File: config.mk
export PLATFORM = sky130hd
export DESIGN_NAME = alignment_column_site_classifier_top_flat
export DESIGN_NICKNAME = d
export VERILOG_FILES = /design/src/rtl/acs_pkg.sv /design/src/rtl/acs_item_if.sv /design/src/rtl/acs_result_if.sv /design/src/rtl/acs_in_stage.sv /design/src/rtl/acs_tally.sv /design/src/rtl/acs_out_stage.sv /design/src/rtl/alignment_column_site_classifier_top.sv /design/src/flat_wrapper.sv
export SDC_FILE = /design/constraint.sdc
export NUM_CORES = 1
export LEC_CHECK = 0
export BUFFER_PORTS_ARGS = -buffer_cell sky130_fd_sc_hd__buf_2
export CORE_MARGIN = 10
export CORE_UTILIZATION = 45
export DETAILED_ROUTE_END_ITERATION = 12
export SYNTH_ARGS = -nofsm -noshare
export SYNTH_HDL_FRONTEND = slang
export SYNTH_SLANG_ARGS = --single-unit
File: constraint.sdc
create_clock -name clk -period 6 [get_ports clk]
set_input_delay 0.3 -clock clk [delete_from_list [all_inputs] [get_ports clk]]
set_output_delay 0.3 -clock clk [all_outputs]
set_load 0.03 [all_outputs]
File: src/rtl/acs_pkg.sv
// ----------------------------------------------------------------------------
// Alignment column site classifier package
// Widths, codes, result types and the character coding shared by the block.
// ----------------------------------------------------------------------------
package acs_pkg;

    localparam int SYMBOL_W    = 8;
    localparam int TALLY_W     = 13;
    localparam int NUM_CODES   = 22;
    localparam int CODE_W      = $clog2(NUM_CODES);
    localparam int OCC_W       = 2;
    localparam int MAX_SPECIES = 4096;
    localparam int TALLY_CAP_I = (MAX_SPECIES > 8191) ? 8191 : MAX_SPECIES;
    localparam int PRODUCT_W   = TALLY_W + 4;

    localparam logic [TALLY_W-1:0] TALLY_CAP = TALLY_W'(TALLY_CAP_I);

    // Configuration register indexes.
    localparam int CFG_INDEX_W = 1;
    localparam int CFG_DATA_W  = 2;
    localparam logic [CFG_INDEX_W-1:0] CFG_SEQ_TYPE  = 1'd0;
    localparam logic [CFG_INDEX_W-1:0] CFG_KEEP_MODE = 1'd1;

    // Alphabets.
    localparam logic SEQ_NUC  = 1'b0;
    localparam logic SEQ_PROT = 1'b1;

    // Keep modes.
    localparam logic [1:0] KEEP_ALL  = 2'd0;
    localparam logic [1:0] KEEP_VAR  = 2'd1;
    localparam logic [1:0] KEEP_INFO = 2'd2;

    // Occupancy classes.
    localparam logic [OCC_W-1:0] OCC_NONE = 2'd0;
    localparam logic [OCC_W-1:0] OCC_LOW  = 2'd1;
    localparam logic [OCC_W-1:0] OCC_HALF = 2'd2;
    localparam logic [OCC_W-1:0] OCC_HIGH = 2'd3;

    // Codes that count as states, and codes that are definite residues.
    localparam logic [NUM_CODES-1:0] NUC_STATE_MASK  = 22'h000117;
    localparam logic [NUM_CODES-1:0] PROT_STATE_MASK = 22'h1FFFFF;
    localparam logic [NUM_CODES-1:0] NUC_KNOWN_MASK  = 22'h000116;
    localparam logic [NUM_CODES-1:0] PROT_KNOWN_MASK = 22'h1FFFFE;

    typedef struct packed {
        logic                valid;
        logic [SYMBOL_W-1:0] symbol;
        logic                last;
    } stage_t;

    typedef struct packed {
        logic               hit;
        logic [CODE_W-1:0]  code;
        logic               present;
        logic               known;
    } code_info_t;

    typedef struct packed {
        logic [OCC_W-1:0]   occupancy;
        logic [TALLY_W-1:0] present_count;
        logic [TALLY_W-1:0] known_count;
        logic               variable;
        logic               informative;
        logic               kept;
        logic               bad_char;
    } result_t;

    function automatic logic [TALLY_W-1:0] sat_inc(input logic [TALLY_W-1:0] v);
        return (v < TALLY_CAP) ? v + TALLY_W'(1) : v;
    endfunction

    function automatic code_info_t classify(input logic [SYMBOL_W-1:0] raw,
                                            input logic seq_type);
        logic [SYMBOL_W-1:0]  c;
        code_info_t           info;
        logic [NUM_CODES-1:0] known_mask;
        c          = raw;
        info.hit   = 1'b1;
        info.code  = '0;
        if (raw >= "a" && raw <= "z")
        begin
            c = raw - SYMBOL_W'(32);
        end
        if (seq_type == SEQ_NUC)
        begin
            unique case (c) inside
                "A":           info.code = CODE_W'(8);
                "C":           info.code = CODE_W'(4);
                "G":           info.code = CODE_W'(2);
                "T", "U":      info.code = CODE_W'(1);
                "*", "-", "$": info.code = CODE_W'(0);
                " ", "X", "?": info.code = CODE_W'(16);
                "N":           info.code = CODE_W'(15);
                "R":           info.code = CODE_W'(10);
                "Y":           info.code = CODE_W'(5);
                "M":           info.code = CODE_W'(12);
                "W":           info.code = CODE_W'(9);
                "S":           info.code = CODE_W'(6);
                "K":           info.code = CODE_W'(3);
                "D":           info.code = CODE_W'(11);
                "H":           info.code = CODE_W'(13);
                "V":           info.code = CODE_W'(14);
                "B":           info.code = CODE_W'(7);
                default:       info.hit  = 1'b0;
            endcase
            known_mask = NUC_KNOWN_MASK;
        end
        else
        begin
            unique case (c) inside
                "*", "-", "$":           info.code = CODE_W'(0);
                " ", "?", "X", "B", "Z": info.code = CODE_W'(21);
                "A":     info.code = CODE_W'(1);
                "C":     info.code = CODE_W'(2);
                "D":     info.code = CODE_W'(3);
                "E":     info.code = CODE_W'(4);
                "F":     info.code = CODE_W'(5);
                "G":     info.code = CODE_W'(6);
                "H":     info.code = CODE_W'(7);
                "I":     info.code = CODE_W'(8);
                "K":     info.code = CODE_W'(9);
                "L":     info.code = CODE_W'(10);
                "M":     info.code = CODE_W'(11);
                "N":     info.code = CODE_W'(12);
                "P":     info.code = CODE_W'(13);
                "Q":     info.code = CODE_W'(14);
                "R":     info.code = CODE_W'(15);
                "S":     info.code = CODE_W'(16);
                "T":     info.code = CODE_W'(17);
                "V":     info.code = CODE_W'(18);
                "W":     info.code = CODE_W'(19);
                "Y":     info.code = CODE_W'(20);
                default: info.hit  = 1'b0;
            endcase
            known_mask = PROT_KNOWN_MASK;
        end
        info.present = info.hit && (c != "*") && (c != " ") && (c != "?")
                       && (c != "$") && (c != "-");
        info.known   = info.hit && known_mask[info.code];
        return info;
    endfunction

endpackage

File: src/rtl/acs_item_if.sv
// ----------------------------------------------------------------------------
// Column character channel
// Valid/ready channel that carries one species character and the last mark.
// ----------------------------------------------------------------------------
interface acs_item_if;
    logic                          valid;
    logic                          ready;
    logic [acs_pkg::SYMBOL_W-1:0]  symbol;
    logic                          last;

    modport source (output valid, output symbol, output last, input ready);
    modport sink   (input valid, input symbol, input last, output ready);
endinterface

File: src/rtl/acs_result_if.sv
// ----------------------------------------------------------------------------
// Column result channel
// Valid/ready channel that carries the classification of one column.
// ----------------------------------------------------------------------------
interface acs_result_if;
    logic                         valid;
    logic                         ready;
    logic [acs_pkg::OCC_W-1:0]    occupancy;
    logic [acs_pkg::TALLY_W-1:0]  present_count;
    logic [acs_pkg::TALLY_W-1:0]  known_count;
    logic                         variable;
    logic                         informative;
    logic                         kept;
    logic                         bad_char;

    modport source (output valid, output occupancy, output present_count,
                    output known_count, output variable, output informative,
                    output kept, output bad_char, input ready);
    modport sink   (input valid, input occupancy, input present_count,
                    input known_count, input variable, input informative,
                    input kept, input bad_char, output ready);
endinterface

File: src/rtl/acs_in_stage.sv
// ----------------------------------------------------------------------------
// Input register
// Holds one accepted character until the tally stage takes it.
// ----------------------------------------------------------------------------
module acs_in_stage (
    input  logic              clk,
    input  logic              rst_n,
    acs_item_if.sink          item,
    input  logic              advance,
    output acs_pkg::stage_t   stage
);

    logic                          valid_reg;
    logic                          valid_next;
    logic [acs_pkg::SYMBOL_W-1:0]  symbol_reg;
    logic                          last_reg;
    logic                          take;

    assign item.ready = !valid_reg || advance;
    assign take       = item.valid && item.ready;
    assign valid_next = take || (valid_reg && !advance);

    always_ff @(posedge clk or negedge rst_n)
    begin
        if (!rst_n)
        begin
            valid_reg <= 1'b0;
        end
        else
        begin
            valid_reg <= valid_next;
        end
    end

    always_ff @(posedge clk)
    begin
        if (take)
        begin
            symbol_reg <= item.symbol;
            last_reg   <= item.last;
        end
    end

    assign stage.valid  = valid_reg;
    assign stage.symbol = symbol_reg;
    assign stage.last   = last_reg;

endmodule

File: src/rtl/acs_tally.sv
// ----------------------------------------------------------------------------
// Column tally
// Codes each character, keeps the per-code presence counts and tallies, and
// forms the column classification on the last character.
// ----------------------------------------------------------------------------
module acs_tally (
    input  logic              clk,
    input  logic              rst_n,
    input  acs_pkg::stage_t   stage,
    input  logic              advance,
    input  logic              seq_type,
    input  logic [1:0]        keep_mode,
    output acs_pkg::result_t  result
);

    localparam int NC = acs_pkg::NUM_CODES;
    localparam int TW = acs_pkg::TALLY_W;
    localparam int PW = acs_pkg::PRODUCT_W;

    logic [1:0]     seen_reg [NC];
    logic [1:0]     seen_next [NC];
    logic [TW-1:0]  species_reg;
    logic [TW-1:0]  species_next;
    logic [TW-1:0]  present_reg;
    logic [TW-1:0]  present_next;
    logic [TW-1:0]  known_reg;
    logic [TW-1:0]  known_next;
    logic           error_reg;
    logic           error_next;

    acs_pkg::code_info_t        info;
    logic [NC-1:0]              state_mask;
    logic [NC-1:0]              once;
    logic [NC-1:0]              twice;
    logic [PW-1:0]              ten_p;
    logic [PW-1:0]              nine_s;
    logic [PW-1:0]              p_wide;
    logic [PW-1:0]              s_wide;
    logic [PW-1:0]              twice_p;
    logic                       var_flag;
    logic                       info_flag;
    logic [acs_pkg::OCC_W-1:0]  occupancy;
    logic                       kept_flag;

    assign info         = acs_pkg::classify(stage.symbol, seq_type);
    assign species_next = acs_pkg::sat_inc(species_reg);
    assign present_next = info.present ? acs_pkg::sat_inc(present_reg) : present_reg;
    assign known_next   = info.known ? acs_pkg::sat_inc(known_reg) : known_reg;
    assign error_next   = error_reg || !info.hit;
    assign state_mask   = (seq_type == acs_pkg::SEQ_NUC) ? acs_pkg::NUC_STATE_MASK
                                                         : acs_pkg::PROT_STATE_MASK;

    always_comb
    begin
        for (int j = 0; j < NC; j++)
        begin
            seen_next[j] = seen_reg[j];
            if (info.hit && (info.code == acs_pkg::CODE_W'(j)) && (seen_reg[j] != 2'd3))
            begin
                seen_next[j] = seen_reg[j] + 2'd1;
            end
            once[j]  = state_mask[j] && (seen_next[j] != 2'd0);
            twice[j] = state_mask[j] && seen_next[j][1];
        end
    end

    always_ff @(posedge clk or negedge rst_n)
    begin
        if (!rst_n)
        begin
            for (int j = 0; j < NC; j++)
            begin
                seen_reg[j] <= 2'd0;
            end
            species_reg <= '0;
            present_reg <= '0;
            known_reg   <= '0;
            error_reg   <= 1'b0;
        end
        else if (advance)
        begin
            if (stage.last)
            begin
                for (int j = 0; j < NC; j++)
                begin
                    seen_reg[j] <= 2'd0;
                end
                species_reg <= '0;
                present_reg <= '0;
                known_reg   <= '0;
                error_reg   <= 1'b0;
            end
            else
            begin
                seen_reg    <= seen_next;
                species_reg <= species_next;
                present_reg <= present_next;
                known_reg   <= known_next;
                error_reg   <= error_next;
            end
        end
    end

    // Exact forms of the ninety percent and half thresholds.
    assign p_wide  = PW'(present_next);
    assign s_wide  = PW'(species_next);
    assign ten_p   = (p_wide << 3) + (p_wide << 1);
    assign nine_s  = (s_wide << 3) + s_wide;
    assign twice_p = p_wide << 1;

    always_comb
    begin
        if (present_next == '0)
        begin
            occupancy = acs_pkg::OCC_NONE;
        end
        else if (ten_p >= nine_s)
        begin
            occupancy = acs_pkg::OCC_HIGH;
        end
        else if (twice_p >= s_wide)
        begin
            occupancy = acs_pkg::OCC_HALF;
        end
        else
        begin
            occupancy = acs_pkg::OCC_LOW;
        end
    end

    // A vector has more than one bit set when clearing its lowest set bit
    // leaves something behind.
    assign var_flag  = (present_next != '0) && ((once & (once - NC'(1))) != '0);
    assign info_flag = var_flag && ((twice & (twice - NC'(1))) != '0);

    always_comb
    begin
        if (present_next == '0)
        begin
            kept_flag = 1'b0;
        end
        else
        begin
            case (keep_mode)
                acs_pkg::KEEP_ALL:  kept_flag = 1'b1;
                acs_pkg::KEEP_INFO: kept_flag = info_flag;
                default:            kept_flag = var_flag;
            endcase
        end
    end

    assign result.occupancy     = occupancy;
    assign result.present_count = present_next;
    assign result.known_count   = known_next;
    assign result.variable      = var_flag;
    assign result.informative   = info_flag;
    assign result.kept          = kept_flag;
    assign result.bad_char      = error_next;

endmodule

File: src/rtl/acs_out_stage.sv
// ----------------------------------------------------------------------------
// Result register
// Holds one column result until the downstream side takes it.
// ----------------------------------------------------------------------------
module acs_out_stage (
    input  logic              clk,
    input  logic              rst_n,
    input  logic              load,
    input  acs_pkg::result_t  data,
    output logic              can_load,
    acs_result_if.source      result
);

    logic              valid_reg;
    logic              valid_next;
    acs_pkg::result_t  data_reg;

    assign can_load   = !valid_reg || result.ready;
    assign valid_next = load || (valid_reg && !result.ready);

    always_ff @(posedge clk or negedge rst_n)
    begin
        if (!rst_n)
        begin
            valid_reg <= 1'b0;
        end
        else
        begin
            valid_reg <= valid_next;
        end
    end

    always_ff @(posedge clk)
    begin
        if (load)
        begin
            data_reg <= data;
        end
    end

    assign result.valid         = valid_reg;
    assign result.occupancy     = data_reg.occupancy;
    assign result.present_count = data_reg.present_count;
    assign result.known_count   = data_reg.known_count;
    assign result.variable      = data_reg.variable;
    assign result.informative   = data_reg.informative;
    assign result.kept          = data_reg.kept;
    assign result.bad_char      = data_reg.bad_char;

endmodule

File: src/rtl/alignment_column_site_classifier_top.sv
// ----------------------------------------------------------------------------
// Alignment column site classifier
// Classifies an alignment column, one species character a cycle unless stalled.
//
//   Channel   Direction  Payload                                   Transfer
//   item      in         symbol, last                              valid & ready
//   result    out        occupancy, counts, variable, informative, valid & ready
//                        kept, bad_char
//   cfg       in         cfg_index, cfg_data                       cfg_we
//
// One character is taken every cycle while no last character waits in the
// input register. Each character is registered in the input register; the
// last character of a column loads the tally result into the result register
// as it leaves the input register. Reset clears the tallies and the
// configuration. Only a last character waits on a full, stalled result register.
// ----------------------------------------------------------------------------
module alignment_column_site_classifier_top (
    input  logic                               clk,
    input  logic                               rst_n,
    input  logic                               cfg_we,
    input  logic [acs_pkg::CFG_INDEX_W-1:0]    cfg_index,
    input  logic [acs_pkg::CFG_DATA_W-1:0]     cfg_data,
    acs_item_if.sink                           item,
    acs_result_if.source                       result
);

    logic              seq_type_reg;
    logic [1:0]        keep_mode_reg;
    acs_pkg::stage_t   stage;
    acs_pkg::result_t  column_result;
    logic              can_load;
    logic              advance;
    logic              load;

    always_ff @(posedge clk or negedge rst_n)
    begin
        if (!rst_n)
        begin
            seq_type_reg  <= acs_pkg::SEQ_NUC;
            keep_mode_reg <= acs_pkg::KEEP_ALL;
        end
        else if (cfg_we)
        begin
            unique case (cfg_index)
                acs_pkg::CFG_SEQ_TYPE:  seq_type_reg  <= cfg_data[0];
                acs_pkg::CFG_KEEP_MODE: keep_mode_reg <= cfg_data[1:0];
                default:                ;
            endcase
        end
    end

    assign advance = stage.valid && (!stage.last || can_load);
    assign load    = advance && stage.last;

    acs_in_stage u_in_stage (
        .clk     (clk),
        .rst_n   (rst_n),
        .item    (item),
        .advance (advance),
        .stage   (stage)
    );

    acs_tally u_tally (
        .clk       (clk),
        .rst_n     (rst_n),
        .stage     (stage),
        .advance   (advance),
        .seq_type  (seq_type_reg),
        .keep_mode (keep_mode_reg),
        .result    (column_result)
    );

    acs_out_stage u_out_stage (
        .clk      (clk),
        .rst_n    (rst_n),
        .load     (load),
        .data     (column_result),
        .can_load (can_load),
        .result   (result)
    );

endmodule

File: src/flat_wrapper.sv
// flat-port wrapper written by rule: the top's interface ports become plain ports
module alignment_column_site_classifier_top_flat 
  (clk, rst_n, cfg_we, cfg_index, cfg_data, item_valid, item_symbol, item_last, item_ready, result_valid, result_occupancy, result_present_count, result_known_count, result_variable, result_informative, result_kept, result_bad_char, result_ready);
  acs_item_if item_i ();
  acs_result_if result_i ();
  input  logic clk;
  input  logic rst_n;
  input  logic cfg_we;
  input  logic [acs_pkg::CFG_INDEX_W-1:0] cfg_index;
  input  logic [acs_pkg::CFG_DATA_W-1:0] cfg_data;
  input wire logic [$bits(item_i.valid)-1:0] item_valid;
  input wire logic [$bits(item_i.symbol)-1:0] item_symbol;
  input wire logic [$bits(item_i.last)-1:0] item_last;
  output wire logic [$bits(item_i.ready)-1:0] item_ready;
  output wire logic [$bits(result_i.valid)-1:0] result_valid;
  output wire logic [$bits(result_i.occupancy)-1:0] result_occupancy;
  output wire logic [$bits(result_i.present_count)-1:0] result_present_count;
  output wire logic [$bits(result_i.known_count)-1:0] result_known_count;
  output wire logic [$bits(result_i.variable)-1:0] result_variable;
  output wire logic [$bits(result_i.informative)-1:0] result_informative;
  output wire logic [$bits(result_i.kept)-1:0] result_kept;
  output wire logic [$bits(result_i.bad_char)-1:0] result_bad_char;
  input wire logic [$bits(result_i.ready)-1:0] result_ready;
  assign item_i.valid = item_valid;
  assign item_i.symbol = item_symbol;
  assign item_i.last = item_last;
  assign item_ready = item_i.ready;
  assign result_valid = result_i.valid;
  assign result_occupancy = result_i.occupancy;
  assign result_present_count = result_i.present_count;
  assign result_known_count = result_i.known_count;
  assign result_variable = result_i.variable;
  assign result_informative = result_i.informative;
  assign result_kept = result_i.kept;
  assign result_bad_char = result_i.bad_char;
  assign result_i.ready = result_ready;
  alignment_column_site_classifier_top u_core (.clk(clk), .rst_n(rst_n), .cfg_we(cfg_we), .cfg_index(cfg_index), .cfg_data(cfg_data), .item(item_i), .result(result_i));
endmodule
; Word level (Yosys, flattened, before mapping)
; Cells that the tools add are included.
[classes]
n_addsub = 30
magnitude_cmp = 8
eq_ne = 78
n_mux = 45
bitwise_logic = 3
reduce_logical = 149
[ops]
columns = cell, count
row1 = "8-bit by 7-bit == test with 1-bit output, second input constant", 24
row2 = 5-bit one-hot mux with 21 select lines, 1
row3 = 13-bit two-way mux, 8
row4 = 1-bit logical AND, 100
row5 = 5-bit one-hot mux with 16 select lines, 1
row6 = 2-bit two-way mux, 24
row7 = "2-bit by 1-bit adder with 2-bit output, second input constant", 22
row8 = 22-bit AND, 2
row9 = 44-bit two-way mux, 1
row10 = "2-bit inequality test, second input constant", 22
row11 = 2-bit nonzero test, 22
row12 = 22-bit nonzero test, 2
row13 = "22-bit by 1-bit subtractor with 22-bit output, second input constant", 2
row14 = 21-bit two-way mux, 2
row15 = "5-bit by 4-bit == test with 1-bit output, second input constant", 8
row16 = "8-bit by 6-bit == test with 1-bit output, second input constant", 5
row17 = "8-bit by 6-bit inequality test with 1-bit output, second input constant", 5
row18 = "13-bit by 1-bit adder with 13-bit output, second input constant", 3
row19 = "13-bit < comparator, second input constant", 3
row20 = "5-bit == test, second input constant", 6
row21 = 28-bit OR reduction, 1
row22 = 22-bit OR reduction, 1
row23 = "5-bit by 3-bit == test with 1-bit output, second input constant", 4
row24 = 16-bit by 13-bit adder with 17-bit output, 1
row25 = other kinds (27), 43
[totals]
register_bits = 130
word_cells = 352

; Longest topological paths before layout
; Gate-level depths: netlist of run 1.
[depth]
word_depth = 19
depth_mapped = 29
depth_no_buf = 28

; Cells and area by module
; From an unflattened synthesis of run 1, not the netlist that was laid out.
[hier_totals]
hier_cells = 1263
area_unflattened_um2 = 10966.8
[by_module_without_submodules]
columns = module, instances, cells_each, area_per_inst_um2, seq_area_each_um2
row1 = acs_tally, 1, 1202, 9479.1, 2052.0
row2 = acs_out_stage, 1, 35, 1008.5, 985.9
row3 = acs_in_stage, 1, 15, 339.1, 295.3
row4 = alignment_column_site_classifier_top, 1, 11, 140.1, 75.1

; Least setup slack after synthesis of run 1
; OpenSTA, ideal clock, no wires.
[synth_timing]
kind = register to register
from = register u_core.u_in_stage.symbol_reg[5] (netlist bit)
to = register u_core.u_out_stage.data_reg, in the netlist u_core.u_out_stage.result.occupancy[1] (data pin)
setup_time_ns = 0.280
arrival_time_ns = 5.715
required_time_ns = 5.720
path_slack_ns = 0.004
path_stages_with_launch = 30
n_path_buf = 1
period_less_slack_ns = 5.996
path_cell_list = edfxtp_1 > buf_4 > inv_1 > ha_1 > or3_1 > o21a_1 > a2111o_1 > o311a_1 > a2111oi_4 > nand2_1 > xnor2_1 > ha_1 > inv_1 > fa_1 > inv_1 > a21oi_1 > o21ai_0 > a21o_1 > a21o_1 > a21o_1 > a21o_1 > a21oi_1 > o21bai_1 > xor2_1 > ha_1 > nand3_1 > nor3_1 > o31a_1 > o211ai_1 > a31oi_1
[synth_lines]
columns = item, line
row1 = from (decl), acs_in_stage.sv:15  ; logic [acs_pkg::SYMBOL_W-1:0] symbol_reg;
row2 = from (signal assigned), acs_in_stage.sv:39  ; symbol_reg <= item.symbol;
row3 = to (signal assigned), acs_out_stage.sv:37  ; data_reg <= data;
row4 = to (decl), acs_out_stage.sv:16  ; acs_pkg::result_t data_reg;

==> impl_metrics.py, run 1 <==
metrics = {
    "global_routing": {
        "antenna_found_initial": 0,
        "grt_pass1_vias": 8449,
        "grt_pass1_wl_um": 44500,
        "grt_max_degree": 71,
        "grt_usage_pct": 17.8,
        "grt_overflow_total": 0,
    },
    "status": {
        "status": "finished, final reports clean",
    },
    "synthesis": {
        "synth_ff_type": "dfrtp_1",
        "synth_seq_cells": 128,
        "syn_inst": 1160,
        "syn_avg_cell_area_um2": 9.10,
        "synth-warning-count": 0,
        "ys_seq_area_share_pct": 32.3,
        "netlist_area_um2": 10600,
        "synth_edf_count": 41,
        "synth_cell_types": 113,
        "synthesis.nets": 1251,
        "ys_async_sr_fraction_pct": 68.0,
    },
    "detailed_routing": {
        "routed_via_density": 5.74,
        "finalWirelength_um": 27200,
        "ant_nets": 0,
        "drt_pass1_iterations": 5,
        "dr.first_iter.drc_count": 756,
        "wl_per_cell_um": 17.4,
        "drc": 0,
        "dr_total_vias": 8998,
    },
    "flow_run": {
        "cap_violations": 0,
    },
    "hold_path": {
        "min_path_type": "input port to flop",
    },
    "worst_setup_path": {
        "startpoint_type": "flop",
        "critPathCaptureType": "flop",
        "cp.required_ps": 6170,
        "worst-setup-path-type": "flop to flop",
        "cp_max_fo": 5,
        "crit_arrival_ps": 6000,
    },
    "cells_and_area": {
        "fillers": 2123,
        "layout-drive-gt1-share_pct": 20.5,
        "largest_reg_flops": 42,
        "final_nets": 1333,
        "diodes": 0,
        "layoutNonFillerInstCount": 1568,
        "area_growth_pct": 15.6,
    },
    "cts": {
        "insertion_delay_ps": 430,
        "clock_path_buffers": 2,
        "clock-sinks": 128,
        "cts_tree": "built",
        "clk_pin_slew_worst_paths_ps": 70,
        "cts_buffers": 17,
        "h-tree-depth": 4,
        "cts-root-buf": "clkbuf_16",
    },
    "timing": {
        "fin_crit_ps": 5830,
        "hold_ws_ps": 43.0,
        "hold_viol": 0,
        "worst_slack_ps": 167,
        "worst_pin_slew_ps": 949,
        "clock.fmax_mhz": 171,
        "final_max_slew_viol_count": 0,
        "finalSetupViolCount": 0,
        "fin_crit_sh_pct": 97.2,
        "clock_skew_ps": 8.96,
        "relSlewSlack_pct": 36.8,
    },
    "floorplanning": {
        "die_y_um": 173,
        "chipWidth_um": 173,
        "die_area_um2": 30000,
        "start_util_pct": 46.2,
        "ios": 51,
        "core_area_um2": 22800,
        "core.rowCount": 55,
    },
    "power": {
        "p_per_area_nw_per_um2": 263,
        "intPower_mw": 2.03,
        "power_switching_mw": 1.18,
        "power.leakage_nw": 5.28,
        "power.share.clock_pct": 31.4,
        "power_switching_share_pct": 36.7,
        "comb_power_share_pct": 33.1,
        "ir_drop_v": 0.000172,
        "pwr-share-seq_pct": 35.5,
    },
    "placement": {
        "io_buffers": 50,
        "globalplace.congestion": 0.877,
        "place_ws_ps": -86.7,
        "dp_cells": 1525,
        "hpwl_um": 19100,
    },
}
-- worst max-delay path, cell delays in order, from the launching register on --
cell and delay, ps:
edfxtp_1 390, inv_1 90, ha_1 240, or3_4 390, o21a_1 190, a2111o_1 410, o311a_4 160, a2111oi_4 280
buf_4 190, and4_4 290, buf_4 130, and4_4 250, nand2_2 70, xnor2_2 250, ha_4 240, a21o_1 170
a21o_1 180, a21o_1 170, a21oi_2 140, o21bai_1 110, xor2_1 170, ha_1 290, nor2b_1 130, o31a_1 280
o211ai_1 230, a31oi_1 120
-- placed cells by master, fill, tap and decap left out, types with 41 or more instances in the layout --
| cell | netlist | layout |
|---|---|---|
| inv_1 | 56 | 52 |
| a21oi_1 | 61 | 55 |
| o21ai_0 | 90 | 87 |
| ha_1 | 72 | 68 |
| dfrtp_1 | 87 | 87 |
| edfxtp_1 | 41 | 41 |
| buf_2 | 6 | 49 |
| buf_4 | 7 | 66 |
| nand2_1 | 131 | 129 |
| nor2_1 | 60 | 58 |
-- power groups by stage --
| stage | registers (mW) | logic (mW) | clock network, mW |
|---|---|---|---|
| after floorplan | 1.16 | 0.744 | 0 |
| after global placement | 1.15 | 1.02 | 0 |
| after detailed placement | 1.15 | 1.03 | 0 |
| after CTS | 1.14 | 1.04 | 1.03 |
| after global routing | 1.16 | 1.19 | 1.07 |
| final | 1.14 | 1.06 | 1.01 |
-- synth_stat cells (all sizes together) (28+ instances only) --
cell	count	area, um2
nand2	131	492
o21ai	96	484
dfrtp	87	2180
ha	72	901
a21oi	62	314
nor2	60	225
inv	57	214
edfxtp	41	1230
clkbuf	35	131
xnor2	35	314
nand3	28	153
nor3	28	171
-- cell families after synthesis --
kind of cell               count (synthesis)  synth area share [%]
AOI/OAI and AO/OA                        331                  22.1
buffers and inverters                    113                  4.91
DFF                                      128                  32.3
xor gates and xnor gates                  60                  5.05
adders and majority gates                 78                  9.31
muxes                                     48                  4.90
and+or+nand+nor                          402                  21.5
-- metrics by stage --
step	setup TNS, ps	instance area (um2)	util (%)	total power [mW]
final	0	12200	53.4	3.21
after global routing	-69.6	12200	53.4	3.42
after CTS	0	11900	52.3	3.21
after detailed placement	-150	11400	49.7	2.19
after global placement	0	11400	49.7	2.17
after floorplan	0	10600	-	1.91
-- metal layers --
metal	up-vias	global-route usage [%]	wire (um)
met3	22	3.35	1140
met5	-	0	0
met1	4339	24.4	13400
met4	0	4.31	345
met2	166	28.2	12400
li1	4471	-	-
-- layout make-up --
class,count,area [um2],share of cell area [%]
Tap cell,313,392,3.21
Sequential cell,128,3410,28.0
Clock inverter,15,140,1.15
Timing Repair Buffer,119,802,6.58
Clock buffer,17,425,3.49
Multi-Input combinational cell,919,6810,55.8
Inverter,57,216,1.78
-- final timing paths --
kind	from	to	slack [ps]	depth (start not counted)
setup reg to reg	u_core.u_in_stage.symbol_reg[5]$_DFFE_PP_	u_core.u_out_stage.result.occupancy[1]$_SDFFCE_PN0P_	170	25
hold reg to reg	u_core.u_tally.error_reg$_DFFE_PN0P_	u_core.u_tally.error_reg$_DFFE_PN0P_	490	2
hold / removal	item_last	u_core.u_in_stage.last_reg$_DFFE_PP_	40	1
max in group asynchronous	rst_n	u_core.u_tally.present_reg[12]$_DFFE_PN0P_	4500	3
setup / recovery	u_core.u_in_stage.symbol_reg[5]$_DFFE_PP_	u_core.u_out_stage.result.occupancy[1]$_SDFFCE_PN0P_	170	25
min in group asynchronous	rst_n	u_core.u_tally.seen_reg[7]$_DFFE_PN0P_	270	2
-- what timing repair did --
item                       CTS  global route
hold endpoints to repair    17             0
hold buffers                 1             0
setup buffers                1            10
pin swaps                    1            26
setup endpoints to repair    2             2
resized for setup            1            38
(Power assumes the default switching activity.)
==> run 2, diff against run 1 <==
--- a/config.mk
+++ b/config.mk
@@ -5,10 +5,10 @@
 export SDC_FILE = /design/constraint.sdc
 export NUM_CORES = 1
 export LEC_CHECK = 0
-export BUFFER_PORTS_ARGS = -buffer_cell sky130_fd_sc_hd__buf_2
 export CORE_MARGIN = 10
 export CORE_UTILIZATION = 45
 export DETAILED_ROUTE_END_ITERATION = 12
+export DONT_BUFFER_PORTS = 1
 export SYNTH_ARGS = -nofsm -noshare
 export SYNTH_HDL_FRONTEND = slang
 export SYNTH_SLANG_ARGS = --single-unit
==> run 2 against run 1 <==
  * Cell area down 1.2%
  * Largest cell class unchanged
  * Cell count down 2.6%
  * Largest power group unchanged
  * Clock skew up 4.6 ps
  * Utilization down 0.64 points
  * Global-route usage down 0.13 points
  * Count of clock-buffer cells in the layout unchanged
  * Combinational power down 6%
==> impl_metrics.py, run 2 (synthesis results as in run 1) <==
metrics = {
    "status": {
        "status": "finished, final reports clean",
    },
    "floorplanning": {
        "chipWidth_um": 173,
        "die_area_um2": 30000,
        "ios": 51,
        "core.rowCount": 55,
        "die_y_um": 173,
        "start_util_pct": 46.2,
        "core_area_um2": 22800,
    },
    "timing": {
        "worst_slack_ps": 209,
        "clock_skew_ps": 13.6,
        "hold_viol": 0,
        "finalSetupViolCount": 0,
        "tns_ps": 0,
        "worst_pin_slew_ps": 861,
        "fin_crit_ps": 5790,
        "clock.fmax_mhz": 173,
        "relSlewSlack_pct": 41.9,
        "final_max_slew_viol_count": 0,
        "fin_crit_sh_pct": 96.5,
        "hold_ws_ps": 19.9,
    },
    "placement": {
        "dpl-instance-area_um2": 11100,
        "io_buffers": 0,
        "dp_cells": 1468,
        "globalplace.congestion": 0.867,
        "hpwl_um": 18900,
        "place_ws_ps": -42.2,
    },
    "worst_setup_path": {
        "cp.required_ps": 6180,
        "crit_arrival_ps": 5970,
        "worst-setup-path-type": "flop to flop",
        "critPathCaptureType": "flop",
        "startpoint_type": "flop",
        "cp_max_fo": 6,
    },
    "cts": {
        "cts_tree": "built",
        "h-tree-depth": 4,
        "cts_buffers": 17,
        "clock-sinks": 128,
        "insertion_delay_ps": 440,
        "clock_path_buffers": 2,
        "clk_pin_slew_worst_paths_ps": 70,
        "cts-root-buf": "clkbuf_16",
    },
    "detailed_routing": {
        "ant_nets": 0,
        "finalWirelength_um": 26900,
        "dr.first_iter.drc_count": 596,
        "drt_pass1_iterations": 5,
        "routed_via_density": 5.79,
        "drc": 0,
        "wl_per_cell_um": 17.6,
        "dr_total_vias": 8845,
    },
    "global_routing": {
        "grt_pass1_wl_um": 44200,
        "grt_usage_pct": 17.6,
        "grt_pass1_vias": 8266,
        "grt_max_degree": 88,
        "grt_overflow_total": 0,
        "antenna_found_initial": 0,
    },
    "cells_and_area": {
        "area_growth_pct": 14.2,
        "final_nets": 1293,
        "layout-drive-gt1-share_pct": 16.6,
        "layoutNonFillerInstCount": 1528,
        "final_core_util_pct": 52.7,
        "fin_area_um2": 12000,
        "diodes": 0,
        "layout_common_cells": "nand2_1 (130), o21ai_0 (87), dfrtp_1 (87), ha_1 (68), buf_4 (60)",
        "largest_reg_flops": 42,
        "layout_commonest_cell": "nand2_1",
    },
    "power": {
        "power.leakage_nw": 5.11,
        "ir_drop_v": 0.000178,
        "power_mw": 3.19,
        "p_per_area_nw_per_um2": 265,
    },
    "flow_run": {
        "cap_violations": 0,
    },
    "hold_path": {
        "min_path_type": "input port to flop",
    },
}
## run 2: cell type report
class	count	area [um2]
clock buffers	17	425
well taps	313	392
repair buffers	79	689
multi-input cells	919	6780
fillers	2108	10800
inverters	57	214
flip-flops and latches	128	3410
clock inverters	15	141
## run 2: final timing paths
kind                                                                 from  depth (start not counted)                                                    to  slack [ps]
worst max-delay path            u_core.u_in_stage.symbol_reg[6]$_DFFE_PP_                         25  u_core.u_out_stage.result.occupancy[1]$_SDFFCE_PN0P_         210
worst min-delay path                                               cfg_we                          1                       u_core.seq_type_reg$_DFFE_PN0P_          20
worst max register to register  u_core.u_in_stage.symbol_reg[6]$_DFFE_PP_                         25  u_core.u_out_stage.result.occupancy[1]$_SDFFCE_PN0P_         210
worst min register to register       u_core.u_tally.error_reg$_DFFE_PN0P_                          2                  u_core.u_tally.error_reg$_DFFE_PN0P_         500
max in group asynchronous                                           rst_n                          2               u_core.u_tally.known_reg[5]$_DFFE_PN0P_        5140
min in group asynchronous                                           rst_n                          2                u_core.u_tally.seen_reg[5]$_DFFE_PN0P_         440
## run 2: power breakdown
| part | switching [mW] | internal [mW] | leakage [nW] |
|---|---|---|---|
| sequential | 0.163 | 1.02 | 1.57 |
| clock | 0.463 | 0.550 | 0.269 |
| combinational | 0.544 | 0.451 | 3.27 |
| total | 1.17 | 2.02 | 5.11 |
## run 2: worst max-delay path: stages, from the launching register on
cell       delay (ps)
edfxtp_1          410
inv_2             100
ha_4              200
or3_4             320
o21a_1            190
a2111o_1          410
o311a_1           180
a2111oi_4         310
buf_6             180
and4_4            290
buf_4             130
and4_1            230
buf_4             130
nand2_1            50
xor2_1            280
inv_1             140
ha_1              340
a21o_1            220
a21oi_2           130
o21bai_1          100
xor2_1            160
ha_1              310
nor2b_1           140
o31a_1            280
o211ai_1          210
a31oi_1           110
## run 2: repair_timing
| action | 4_1_cts | 5_1_grt |
|---|---|---|
| setup endpoints to repair | 2 | 2 |
| gates resized for setup | 2 | 32 |
| hold buffers | 15 | 0 |
| hold endpoints to repair | 100 | 0 |
| buffers inserted | 4 | 9 |
| pin swaps | 6 | 26 |
## run 2: routing by layer
layer / GRT usage (%) / vias to the layer above / part of all wire, %
met5: 0 / - / 0
met4: 4.99 / 0 / 1.5
met3: 3.33 / 26 / 4.0
met2: 27.2 / 187 / 46
met1: 24.6 / 4246 / 49
li1: - / 4386 / -
